## src/sv/sbeu_pkg.sv

```systemverilog
// Shared types, opcodes and constants of the stack bytecode execute unit.
package sbeu_pkg;
   localparam int STACK_DEPTH_DEF = 64;
   localparam int LOCALS_DEF      = 16;
   localparam int FRAMES_DEF      = 16;

   localparam int MODE_W      = 5;
   localparam int DATA_W      = 32;
   localparam int KIND_W      = 3;
   localparam int ERR_W       = 3;
   localparam int REQ_TDATA_W = 32;
   localparam int REQ_TUSER_W = 8;
   localparam int RSP_TDATA_W = 72;
   localparam int RSP_TUSER_W = 8;

   localparam logic [MODE_W-1:0] OP_LOAD    = 5'd0;
   localparam logic [MODE_W-1:0] OP_CONST   = 5'd1;
   localparam logic [MODE_W-1:0] OP_STORE   = 5'd2;
   localparam logic [MODE_W-1:0] OP_ADD     = 5'd3;
   localparam logic [MODE_W-1:0] OP_SUB     = 5'd4;
   localparam logic [MODE_W-1:0] OP_MUL     = 5'd5;
   localparam logic [MODE_W-1:0] OP_DIV     = 5'd6;
   localparam logic [MODE_W-1:0] OP_LT      = 5'd7;
   localparam logic [MODE_W-1:0] OP_GT      = 5'd8;
   localparam logic [MODE_W-1:0] OP_EQ      = 5'd9;
   localparam logic [MODE_W-1:0] OP_AND     = 5'd10;
   localparam logic [MODE_W-1:0] OP_OR      = 5'd11;
   localparam logic [MODE_W-1:0] OP_NOT     = 5'd12;
   localparam logic [MODE_W-1:0] OP_GOTO    = 5'd13;
   localparam logic [MODE_W-1:0] OP_IFFALSE = 5'd14;
   localparam logic [MODE_W-1:0] OP_INVOKE  = 5'd15;
   localparam logic [MODE_W-1:0] OP_RETURN  = 5'd16;
   localparam logic [MODE_W-1:0] OP_PRINT   = 5'd17;
   localparam logic [MODE_W-1:0] OP_STOP    = 5'd18;

   localparam logic [KIND_W-1:0] KIND_CONT = 3'd0;
   localparam logic [KIND_W-1:0] KIND_JUMP = 3'd1;
   localparam logic [KIND_W-1:0] KIND_CALL = 3'd2;
   localparam logic [KIND_W-1:0] KIND_RET  = 3'd3;
   localparam logic [KIND_W-1:0] KIND_STOP = 3'd4;

   localparam logic [ERR_W-1:0] ERR_OK    = 3'd0;
   localparam logic [ERR_W-1:0] ERR_UNDER = 3'd1;
   localparam logic [ERR_W-1:0] ERR_OVER  = 3'd2;
   localparam logic [ERR_W-1:0] ERR_DIV   = 3'd3;
   localparam logic [ERR_W-1:0] ERR_FRAME = 3'd4;
   localparam logic [ERR_W-1:0] ERR_SLOT  = 3'd5;

   typedef struct packed {
      logic [MODE_W-1:0] mode;
      logic [DATA_W-1:0] operand;
      logic [1:0]        pops;
      logic              slot_bad;
   } item_type;

   typedef struct packed {
      logic              valid;
      item_type          item;
   } queue_type;

   typedef struct packed {
      logic [KIND_W-1:0] kind;
      logic [DATA_W-1:0] target;
      logic              pvalid;
      logic [DATA_W-1:0] pvalue;
      logic [ERR_W-1:0]  err;
   } rsp_type;
endpackage

```

## src/sv/sbeu_front.sv

```systemverilog
// Front end: accepts requests, classifies them and queues them for the back end.
module sbeu_front #(
   parameter int LOCALS_PER_FRAME = sbeu_pkg::LOCALS_DEF
) (
   input  logic                                   clock,
   input  logic                                   reset,
   input  logic                                   req_tvalid,
   output logic                                   req_tready,
   input  logic [sbeu_pkg::REQ_TDATA_W-1:0]       req_tdata,
   input  logic [sbeu_pkg::REQ_TUSER_W-1:0]       req_tuser,
   output sbeu_pkg::queue_type                    q_out,
   input  logic                                   q_ready
);
   sbeu_pkg::item_type cls;
   sbeu_pkg::item_type mem_ff [2];
   logic               wr_ptr_ff, rd_ptr_ff;
   logic [1:0]         cnt_ff;
   logic               push, pop;

   always_comb begin
      cls.mode     = req_tuser[sbeu_pkg::MODE_W-1:0];
      cls.operand  = req_tdata[sbeu_pkg::DATA_W-1:0];
      cls.slot_bad = req_tdata[31] || (req_tdata[30:0] >= 31'(LOCALS_PER_FRAME));
      unique case (cls.mode)
         sbeu_pkg::OP_STORE, sbeu_pkg::OP_NOT, sbeu_pkg::OP_IFFALSE,
         sbeu_pkg::OP_PRINT: cls.pops = 2'd1;
         sbeu_pkg::OP_ADD, sbeu_pkg::OP_SUB, sbeu_pkg::OP_MUL, sbeu_pkg::OP_DIV,
         sbeu_pkg::OP_LT, sbeu_pkg::OP_GT, sbeu_pkg::OP_EQ, sbeu_pkg::OP_AND,
         sbeu_pkg::OP_OR: cls.pops = 2'd2;
         default: cls.pops = 2'd0;
      endcase
   end

   assign req_tready  = (cnt_ff != 2'd2);
   assign push        = req_tvalid && req_tready;
   assign q_out.valid = (cnt_ff != 2'd0);
   assign q_out.item  = mem_ff[rd_ptr_ff];
   assign pop         = q_out.valid && q_ready;

   always_ff @(posedge clock) begin
      if (push) begin
         mem_ff[wr_ptr_ff] <= cls;
      end
   end

   always_ff @(posedge clock) begin
      if (reset) begin
         wr_ptr_ff <= 1'b0;
         rd_ptr_ff <= 1'b0;
         cnt_ff    <= 2'd0;
      end else begin
         if (push) wr_ptr_ff <= ~wr_ptr_ff;
         if (pop)  rd_ptr_ff <= ~rd_ptr_ff;
         cnt_ff <= cnt_ff + 2'(push) - 2'(pop);
      end
   end
endmodule

```

## config.mk

```make
export PLATFORM = sky130hd
export DESIGN_NAME = sbeu_front
export DESIGN_NICKNAME = d
export VERILOG_FILES = /design/src/sv/sbeu_pkg.sv /design/src/sv/sbeu_front.sv
export SDC_FILE = /design/constraint.sdc
export NUM_CORES = 1
export LEC_CHECK = 0
export ABC_CLOCK_PERIOD_IN_PS = 2670
export BUFFER_PORTS_ARGS = -buffer_cell sky130_fd_sc_hd__buf_2
export CAP_MARGIN = 25
export CORE_ASPECT_RATIO = 1.1
export CORE_MARGIN = 2
export CORE_UTILIZATION = 49
export DETAILED_ROUTE_END_ITERATION = 8
export GPL_ROUTABILITY_DRIVEN = 0
export GPL_TIMING_DRIVEN = 0
export PLACE_DENSITY = 0.74
export SLEW_MARGIN = 30
export SYNTH_ARGS = -nofsm -noshare
export SYNTH_HDL_FRONTEND = slang
export SYNTH_SLANG_ARGS = --single-unit
export TNS_END_PERCENT = 5
```

## constraint.sdc

```tcl
create_clock -name clock -period 2.67 [get_ports clock]
set_input_delay 0.1335 -clock clock [delete_from_list [all_inputs] [get_ports clock]]
set_output_delay 0.1335 -clock clock [all_outputs]
set_load 0.01 [all_outputs]
```

==> out/metrics.yaml, run 1 <==
outcome:
  status: "completed"
sta:
  max_slew.worst_pin.slew_ns: 0.4049
  max_slew_violation_count: 0
  final_setup_violation_count: 0
  unrepaired_setup_endpoints_after_global_routing: "false"
  final.setup_skew_ns: 0.006047
  period_minus_slack_ns: 1.606
  maxClockFrequency_mhz: 622.8
  timing.final.hold_violations: 0
  period_utilisation_layout_pct: 60.13
  worst_slew_margin_rel_pct: 73.01
  totalNegativeSetupSlack_ns: 0
cts:
  cts_max_path_buffers: 2
  post_cts.resized_instances: 0
  clock_tree.htree_level_count: 3
  cts.root.buffer_cell: "clkbuf_8"
  cts.clk_slew.worst_paths_ns: 0.08
  cts_sinks: 85
  insertion_delay_ns: 0.34
  tritoncts: "done"
  numCtsBuffers: 9
floorplan:
  core_area_sq_mm: 0.006633
  initial_utilization_pct: 51.05
  floorplan.die_area_sq_mm: 0.007591
  die_w_um: 83.26
  floorplan.rows: 31
  design.portCount: 86
  die_y_um: 91.18
critical_path:
  crit_top_cell: "ha_1"
  worstPathCellList: "nand2b_2, nand2_1, ha_1, inv_1, ha_1, xor2_1, and2_1, nor3_1"
  critical_path_s_slowest_cell: "dfxtp_1"
  critical_path_peak_fanout: 5
  kind_of_critical_path: "register to register"
  setup.worst_path.start_class: "register"
  critPathRequiredTime_ns: 2.94
  cp.arrival_ns: 1.87
  end_kind: "register"
  critPathMaxStageDelay_ns: 0.37
synth:
  mean_post_synth_cell_area_sq_um: 20.52
  share_of_synthesized_area_occupied_by_flip_flops_and_latches_pct: 73.91
  synthesis.yosys.warnings: 0
  postSynthRegisterBits: 85
  synth_enable_flop_cells: 80
  synth_top_cell_by_area: "edfxtp_1"
  synth.distinct_cells: 27
  postSynth.asyncResetShare_pct: 0
  ys.flop_type: "edfxtp_1"
  ys_top_cells_by_area: "edfxtp_1, mux2_4, dfxtp_1, buf_6, nor4_1"
  syn-instance-count: 165
  synthDominantCellAreaShare_pct: 70.95
  synth.net_count: 211
  netlist_area_sq_mm: 0.003386
layout:
  diodes: 0
  synthToLayoutAreaGrowth_pct: 32.41
  finalNonFillerCells: 382
  drive_above_1_share_pct: 49.33
  final_net_count: 341
  fillers: 472
run:
  max-cap-violations: 0
global_route:
  vias_in_the_first_global_route: 1970
  grt_util_overall_pct: 16.57
  grt.overflow.total: 0
  grt_start_max_net_pins: 26
  number_of_antenna_violations_at_the_first_check_in_global_routing: 0
  global_route_wire_length_before_repair_um: 9522
routing:
  final_antenna_net_count: 0
  post_detailed_route_drc_marker_count: 0
  via_count: 1876
  detailedRoute.firstPassIterationCount: 4
  detailedRoute.firstIterationViolations: 82
  wl_per_cell_um: 15.42
  drt-vias-per-instance: 4.911
  routed_wl_um: 5891
power:
  power-per-cell-area_mw_per_mm2: 863.6
  finalPower_uw: 3872
  max-vdd-ir-drop_mv: 0.7459
  cellLeakagePower_uw: 0.001769
place:
  detailedPlacementHpwl_um: 3787
  io_buffers: 82
  dpl.cell_count: 331
worst_hold_path:
  min-delay-path-class: "input pin to register"
==> power by group <==
group	switching [uW]	total (uW)	internal, uW
Sequential	67.3	1760	1700
Combinational	571	1240	673
Clock	410	865	455
==> per-stage QoR <==
| step | hold WS [ns] | setup slack [ns] | instance area [sq um] | utilization [%] |
|---|---|---|---|---|
| after detailed placement | 0.3252 | 1.061 | 3940 | 59.40 |
| after CTS | 0.004040 | 1.045 | 4483 | 67.59 |
| final | 0.02005 | 1.064 | 4483 | 67.59 |
| after floorplan | 0.1959 | 0.7144 | 3386 | - |
| after global routing | 0.005456 | 0.9267 | 4483 | 67.59 |
| after global placement | 0.3226 | 0.2134 | 3899 | 58.78 |
==> flip-flops by register name, summed over array words and instances (netlist names), named ones only <==
signal,cells
mem_ff,80
cnt_ff,2
rd_ptr_ff,1
wr_ptr_ff,1
==> path summary, 6_finish.rpt <==
| kind | cells after the start | slack (ns) | endpoint | start |
|---|---|---|---|---|
| worst max register to register | 8 | 1.06 | cnt_ff[1] | cnt_ff[0] |
| worst min-delay path | 1 | 0.02 | mem_ff[1][36] | req_tuser[1] |
| worst max-delay path | 8 | 1.06 | cnt_ff[1] | cnt_ff[0] |
| worst min register to register | 2 | 0.52 | rd_ptr_ff | rd_ptr_ff |
==> worst max-delay path: cells and delay by family (launching register included) <==
kind,cells,cell delay (ns)
and+or+nand+nor,4,0.51
adders and majority gates,2,0.45
DFF,1,0.37
xor gates and xnor gates,1,0.15
buffers and inverters,1,0.04
==> cell usage in the layout, fill, tap and decap left out, drive strengths merged <==
master / synthesis / routed
nor3: 1 / 1
o32ai: 1 / 1
a21oi: 2 / 2
xnor2: 1 / 1
nand2b: 1 / 1
dfxtp: 5 / 5
nor2: 4 / 4
and2: 2 / 2
a211oi: 1 / 1
nand2: 2 / 2
bufinv: 0 / 1
inv: 2 / 2
and3: 1 / 1
o21a: 1 / 1
clkinvlp: 0 / 1
buf: 4 / 88
clkbuf: 0 / 12
nand3b: 1 / 1
nor2b: 1 / 1
nor4: 7 / 7
nand4: 1 / 1
dlygate4sd3: 0 / 35
edfxtp: 80 / 80
a21bo: 1 / 1
xor2: 1 / 1
mux2: 40 / 40
clkinv: 0 / 2
and4: 1 / 1
or2: 1 / 1
nand3: 1 / 1
ha: 2 / 2
==> logic make-up (layout without fill, tap and decap cells) <==
logic type	after synthesis	count (layout)	share of synthesized area, %
AOI/OAI and AO/OA	6	6	1.441
adders and majority gates	2	2	0.7390
DFF	85	85	73.91
xor gates and xnor gates	2	2	0.5175
and+or+nand+nor	24	24	4.102
buffers and inverters	6	141	1.552
muxes	40	40	17.74
==> layout make-up <==
type,count,area (sq um),share of cell area (%)
sequential,85,2502,55.82
multi-input combinational,74,832.0,18.56
timing repair buffer,119,800.8,17.86
clock buffer,12,145.1,3.238
tap,82,102.6,2.289
clock inverter,4,47.55,1.061
buffer,4,45.04,1.005
inverter,2,7.507,0.1675
==> repair_timing <==
item	CTS	global route
hold endpoints to repair	68	0
hold buffers	35	0
buffers inserted	0	0
==> synthesized netlist by cell type (2+ instances only) <==
library cell  count
nor2_1            4
and2_1            2
ha_1              2
buf_6             4
edfxtp_1         80
inv_1             2
mux2_4           40
nor4_1            7
dfxtp_1           5
nand2_1           2
==> metal layers <==
metal  GRT usage [%]  share of wire [%]  vias to the layer above
met2           28.70                 52                       52
met5               0                  0                        -
met3           4.727                4.8                        8
met4           6.967                1.2                        0
li1                -                  -                      911
met1           19.29                 41                      905
(Power assumes the default switching activity.)
==> run 2, diff against run 1 <==
- ABC_CLOCK_PERIOD_IN_PS: 2670 -> 1300
- CORE_UTILIZATION: 49 -> 47
- clock period: 2.67 -> 1.3 ns (I/O delays scaled with it)
==> run 2 against run 1 <==
Against the previous run:
- combinational power increased by 150%
- cell count increased by 5.5%
- die area increased by 4.1%
- global-route usage increased by 0.98 points
- clock skew increased by 0.0032 ns
- routed wire length increased by 15%
- flip-flop and latch count unchanged
- sequential power increased by 110%
- hold slack improved by 0.073 ns
- register-to-register slack got worse by 1.3 ns
- the flow now finishes with violations (setup timing)
==> out/metrics.yaml, run 2 (synthesis results as in run 1) <==
floorplan:
  floorplan.rows: 32  # +3.2%
  die_y_um: 93.02  # +2.0%
  floorplan.die_area_sq_mm: 0.007899  # +4.1%
  die_w_um: 84.93  # +2.0%
  initial_utilization_pct: 48.32  # -2.7 points
  design.portCount: 86  # unchanged
  core_area_sq_mm: 0.007007  # +5.6%
global_route:
  vias_in_the_first_global_route: 2127  # +8.0%
  grt.overflow.total: 0  # unchanged
  grt_util_overall_pct: 17.56  # +0.98 points
  number_of_antenna_violations_at_the_first_check_in_global_routing: 0  # unchanged
  global_route_wire_length_before_repair_um: 10360  # +8.8%
  grt_start_max_net_pins: 41  # +58%
layout:
  final_common_cell: "buf_2"
  drive_above_1_share_pct: 55.03  # +5.7 points
  diodes: 0  # unchanged
  finalCoreUtilization_pct: 67.45  # -0.14 points
  largest_registers: "mem_ff x80, cnt_ff x2"
  synthToLayoutAreaGrowth_pct: 39.58
  regMostFlops: "mem_ff"
  fillers: 499  # +5.7%
  largest_register_ffs: 80  # unchanged
  commonest_cells_after_routing_fill_and_taps_aside: "buf_2, edfxtp_1, mux2_4"
  final_net_count: 360  # +5.6%
cts:
  cts_sinks: 85  # unchanged
  numCtsBuffers: 9  # unchanged
  cts.root.buffer_cell: "clkbuf_8"
  cts.clk_slew.worst_paths_ns: 0.07  # about the same
  insertion_delay_ns: 0.34  # about the same
  clock_tree.htree_level_count: 3  # unchanged
  cts_max_path_buffers: 2  # unchanged
  tritoncts: "done"
worst_hold_path:
  min_delay_path_depth: 3  # +2
  min-delay-path-class: "input pin to register"
run:
  max-cap-violations: 0  # unchanged
critical_path:
  timing.reg2reg.worst_path_depth: 7  # -1
  critical_path_peak_fanout: 5  # unchanged
  critPathRequiredTime_ns: 1.56  # -1.38 ns
  end_kind: "register"
  kind_of_critical_path: "register to register"
  cp.arrival_ns: 1.76  # -0.11 ns
  setup.worst_path.start_class: "register"
outcome:
  failed_checks: "setup timing"
  status: "finished with violations"
routing:
  final_antenna_net_count: 0  # unchanged
  drt-vias-per-instance: 4.993  # +1.7%
  via_count: 2012  # +7.2%
  routed_wl_um: 6768  # +15%
  detailedRoute.firstIterationViolations: 97  # +18%
  post_detailed_route_drc_marker_count: 0  # unchanged
  detailedRoute.firstPassIterationCount: 4  # unchanged
  wl_per_cell_um: 16.79  # +8.9%
sta:
  timing.final.hold_violations: 0  # unchanged
  final_setup_violation_count: 122  # +122
  period_minus_slack_ns: 1.496  # -0.1098 ns
  final.setup_skew_ns: 0.009243  # +0.003196 ns
  timing.hold.ws_ns: 0.09319  # +0.07314 ns
  period_utilisation_layout_pct: 115.1  # +55 points
  max_slew.worst_pin.slew_ns: 0.5755  # +0.1706 ns
  max_slew_violation_count: 0  # unchanged
  setup_slack_ns: -0.1957  # -1.260 ns
  maxClockFrequency_mhz: 668.6  # +7.3%
  worst_slew_margin_rel_pct: 61.64  # -11 points
  unrepaired_setup_endpoints_after_global_routing: "true"
power:
  power-per-cell-area_mw_per_mm2: 1745  # +100%
  cellLeakagePower_uw: 0.001866  # +5.5%
  max-vdd-ir-drop_mv: 1.006  # +35%
place:
  detailedPlacementHpwl_um: 3952  # +4.4%
  io_buffers: 82  # unchanged
run 2: changes by cell type in the layout (fill, tap and decap cells not counted), moves of 3 or more:
cell / delta
clkinvlp_4: +4
buf_4: +6
dfxtp_1: -3
buf_6: +6
run 2: what timing repair did:
item,4_1_cts,5_1_grt
pin swaps,9,7
hold buffers,38,0
resized for setup,19,9
gates cloned,4,0
hold endpoints to repair,79,0
buffers inserted,14,1
endpoints found under the setup margin,122,125
run 2: path summary, 6_finish.rpt:
path,start,to,slack (ns)
min,req_tvalid,wr_ptr_ff,0.09
min reg2reg,rd_ptr_ff,rd_ptr_ff,0.54
max reg2reg,cnt_ff[1],cnt_ff[1],-0.20
max,cnt_ff[1],cnt_ff[1],-0.20
run 2: final cells by class:
cell class | instances | area [sq um] | share of cell area, %
Buffer | 4 | 45.04 | 0.9531
Clock buffer | 9 | 123.9 | 2.621
Clock inverter | 6 | 31.28 | 0.6619
Inverter | 2 | 11.26 | 0.2383
Multi-Input combinational cell | 74 | 900.9 | 19.06
Sequential cell | 85 | 2511 | 53.14
Tap cell | 85 | 106.4 | 2.250
Timing Repair Buffer | 135 | 973.4 | 20.60
Timing Repair inverter | 3 | 22.52 | 0.4766
run 2: layer usage:
metal / global-route usage, % / part of all wire [%] / up-vias
li1: - / - / 952
met4: 8.995 / 2.3 / 0
met2: 30.84 / 53 / 56
met5: 0 / 0 / -
met3: 3.442 / 3.6 / 13
met1: 20.40 / 41 / 991
run 2: worst max-delay path, stage by stage (launching register included):
cell,delay [ns]
dfxtp_4,0.37
o21a_4,0.22
ha_4,0.26
inv_2,0.04
ha_4,0.15
xor2_2,0.14
and2_4,0.16
nor3_2,0.08
run 2: stage by stage:
| stage | instances | power, uW | setup TNS [ns] | setup slack, ns | instance area [sq um] |
|---|---|---|---|---|---|
| final | 403 | 8245 | -17.44 | -0.1957 | 4726 |
| after global routing | 403 | 8644 | -24.80 | -0.2390 | 4726 |
| after CTS | 402 | 8269 | -19.25 | -0.2310 | 4688 |
| after detailed placement | 332 | 6198 | -45.68 | -0.6855 | 3915 |
| after global placement | 332 | 6128 | -42.20 | -0.6328 | 3915 |
| after floorplan | 165 | 5384 | -19.71 | -0.3070 | 3398 |
run 2: power breakdown:
part / total [uW] / switching [uW] / internal [uW] / leakage (uW)
clock network: 1530 / 870 / 663 / 0.0000821
logic: 3050 / 1350 / 1710 / 0.000998
registers: 3660 / 156 / 3500 / 0.000786
==> run 3, diff against run 2 <==
- SKIP_LAST_GASP: default -> 1
==> run 3 against run 2 <==
Against the previous run:
- the run still ends with setup timing left
- clock skew up 0.0010 ns
- combinational power barely moved
- cell count unchanged
- register-to-register slack about the same
- clock power barely moved
- routed wire length is 0.81% lower
- first-iteration DRC count up 7.2%
- hold slack worse by 0.00095 ns
- clock-buffer cell count unchanged
- via count about the same
- sequential share of layout area increased by 0.23 points
- sequential power is essentially flat
- critical path type unchanged
- critical endpoint unchanged
- highest routed layer unchanged
==> out/metrics.yaml, run 3 (synthesis results as in run 1) <==
sta:
  timing.final.hold_violations: 0  # unchanged
  final.setup_skew_ns: 0.01027  # +0.001023 ns
  unrepaired_setup_endpoints_after_global_routing: "true"
  final_setup_violation_count: 122  # unchanged
  period_utilisation_layout_pct: 115.1  # about the same
  worst_slew_margin_rel_pct: 61.35  # -0.29 points
  maxClockFrequency_mhz: 668.2  # about the same
  max_slew.worst_pin.slew_ns: 0.5798  # +0.004317 ns
  max_slew_violation_count: 0  # unchanged
  setup_slack_ns: -0.1966  # -0.0008660 ns
  period_minus_slack_ns: 1.497  # +0.0008660 ns
routing:
  drt-vias-per-instance: 4.995  # about the same
  metal2_wl_um: 3516  # -1.7%
  met3WireLength_um: 248  # +2.5%
  via_count: 2013  # +0.050%
  detailedRoute.firstPassIterationCount: 4  # unchanged
  met1_length_um: 2776  # -0.54%
  routed_wl_um: 6713  # -0.81%
  highest_layer: "met4"
  final_antenna_net_count: 0  # unchanged
  post_detailed_route_drc_marker_count: 0  # unchanged
  wl_per_cell_um: 16.66  # -0.81%
  detailedRoute.firstIterationViolations: 104  # +7.2%
critical_path:
  timing.critical_path.depth: 7  # unchanged
  setup.worst_path.start_class: "register"
  cp.arrival_ns: 1.76  # about the same
  critPathRequiredTime_ns: 1.56  # about the same
  critical_path_peak_fanout: 5  # unchanged
  critPathMaxStageDelay_ns: 0.37  # about the same
  worstPathCellList: "o21a_4, ha_4, inv_2, ha_4, xor2_2, and2_4, nor3_2"
  critical_path_s_slowest_cell: "dfxtp_4"
  top_cell_family_by_delay_on_the_critical_path: "adder cells"
  timing.reg2reg.worst_path_depth: 7  # unchanged
  end_kind: "register"
  crit_top_cell: "ha_4"
  cp_num_buf_inv: 1  # unchanged
  kind_of_critical_path: "register to register"
cts:
  clock_tree.htree_level_count: 3  # unchanged
  tritoncts: "done"
  cts_sinks: 85  # unchanged
  numCtsBuffers: 9  # unchanged
  cts.clk_slew.worst_paths_ns: 0.07  # about the same
  cts_max_path_buffers: 2  # unchanged
  cts.root.buffer_cell: "clkbuf_8"
  insertion_delay_ns: 0.34  # about the same
power:
  power-per-cell-area_mw_per_mm2: 1749  # +0.23%
  cellLeakagePower_uw: 0.001845  # -1.2%
  max-vdd-ir-drop_mv: 1.000  # -0.55%
layout:
  commonest_cells_after_routing_fill_and_taps_aside: "buf_2, edfxtp_1, mux2_4"
  largest_registers: "mem_ff x80, cnt_ff x2"
  largest_register_ffs: 80  # unchanged
  drive_above_1_share_pct: 54.72  # -0.31 points
  regMostFlops: "mem_ff"
  finalNonFillerCells: 403  # unchanged
  final_net_count: 360  # unchanged
  fillers: 506  # +1.4%
  synthToLayoutAreaGrowth_pct: 38.99
  final_common_cell: "buf_2"
  diodes: 0  # unchanged
  fin_area_sq_mm: 0.004706  # -0.42%
place:
  detailed_place.area_sq_mm: 0.003915  # unchanged
  detailedPlacementHpwl_um: 3952  # unchanged
  dpl.cell_count: 332  # unchanged
  io_buffers: 82  # unchanged
worst_hold_path:
  min_delay_path_depth: 3  # unchanged
  min-delay-path-class: "input pin to register"
floorplan:
  core_area_sq_mm: 0.007007  # unchanged
  floorplan.rows: 32  # unchanged
  die_y_um: 93.02  # unchanged
  floorplan.die_area_sq_mm: 0.007899  # unchanged
  initial_utilization_pct: 48.32  # unchanged
  design.portCount: 86  # unchanged
  die_w_um: 84.93  # unchanged
outcome:
  failed_checks: "setup timing"
  status: "finished with violations"
global_route:
  grt.overflow.total: 0  # unchanged
  global_route_wire_length_before_repair_um: 10350  # about the same
  number_of_antenna_violations_at_the_first_check_in_global_routing: 0  # unchanged
  grt_start_max_net_pins: 41  # unchanged
  vias_in_the_first_global_route: 2125  # -0.094%
  grt_util_overall_pct: 17.54  # -0.019 points
run:
  max-cap-violations: 0  # unchanged
[run 3: changes by cell type in the layout (fill, tap and decap cells not counted), sizes merged]
cell	delta
dlygate4sd3	+2
dlymetal6s4s	-2
buf	+1
clkbuf	-1
[run 3: area by class of cell]
class | instances | area [sq um] | area share, %
Multi-Input combinational cell | 74 | 894.6 | 19.01
Timing Repair inverter | 3 | 22.52 | 0.4786
Timing Repair Buffer | 135 | 959.7 | 20.39
Sequential cell | 85 | 2511 | 53.36
Clock buffer | 9 | 123.9 | 2.632
Clock inverter | 6 | 31.28 | 0.6647
Inverter | 2 | 11.26 | 0.2393
Tap cell | 85 | 106.4 | 2.260
Buffer | 4 | 45.04 | 0.9572
[run 3: report_power, final]
| part | switching, uW | internal, uW |
|---|---|---|
| Sequential | 157 | 3500 |
| Clock | 874 | 663 |
| Combinational | 1340 | 1700 |
[run 3: worst paths after layout]
path              slack [ns]   endpoint  startpoint
setup reg to reg       -0.20  cnt_ff[1]   cnt_ff[1]
setup / recovery       -0.20  cnt_ff[1]   cnt_ff[1]
hold / removal          0.09  wr_ptr_ff  req_tvalid
hold reg to reg         0.54  rd_ptr_ff   rd_ptr_ff
[run 3: per-layer routing]
layer / vias up / GRT usage (%)
li1: 954 / -
met1: 982 / 20.58
met2: 62 / 30.58
met3: 15 / 3.442
met4: 0 / 8.995
met5: - / 0
[run 3: what timing repair did]
action / 4_1_cts / 5_1_grt
pin swaps: 8 / 6
hold endpoints to repair: 79 / 0
resized for setup: 15 / 6
buffers inserted: 14 / 1
hold buffers: 38 / 0
endpoints found under the setup margin: 122 / 125
cloned: 4 / 0
[run 3: worst reg2reg max path, cell delays in order (launching register included)]
cell,delay [ns]
dfxtp_4,0.37
o21a_4,0.22
ha_4,0.26
inv_2,0.04
ha_4,0.15
xor2_2,0.14
and2_4,0.16
nor3_2,0.08
[run 3: per-stage QoR]
step                      power (uW)  setup slack (ns)  hold slack (ns)  utilization, %  setup TNS, ns
after detailed placement        6198           -0.6855           0.2587           55.88         -45.68
after global placement          6128           -0.6328           0.2530           55.88         -42.20
after global routing            8630           -0.2390           0.1169           67.16         -25.95
final                           8229           -0.1966          0.09224           67.16         -18.56
after CTS                       8238           -0.2310          0.08403           66.70         -20.04
after floorplan                 5384           -0.3070           0.1274               -         -19.71
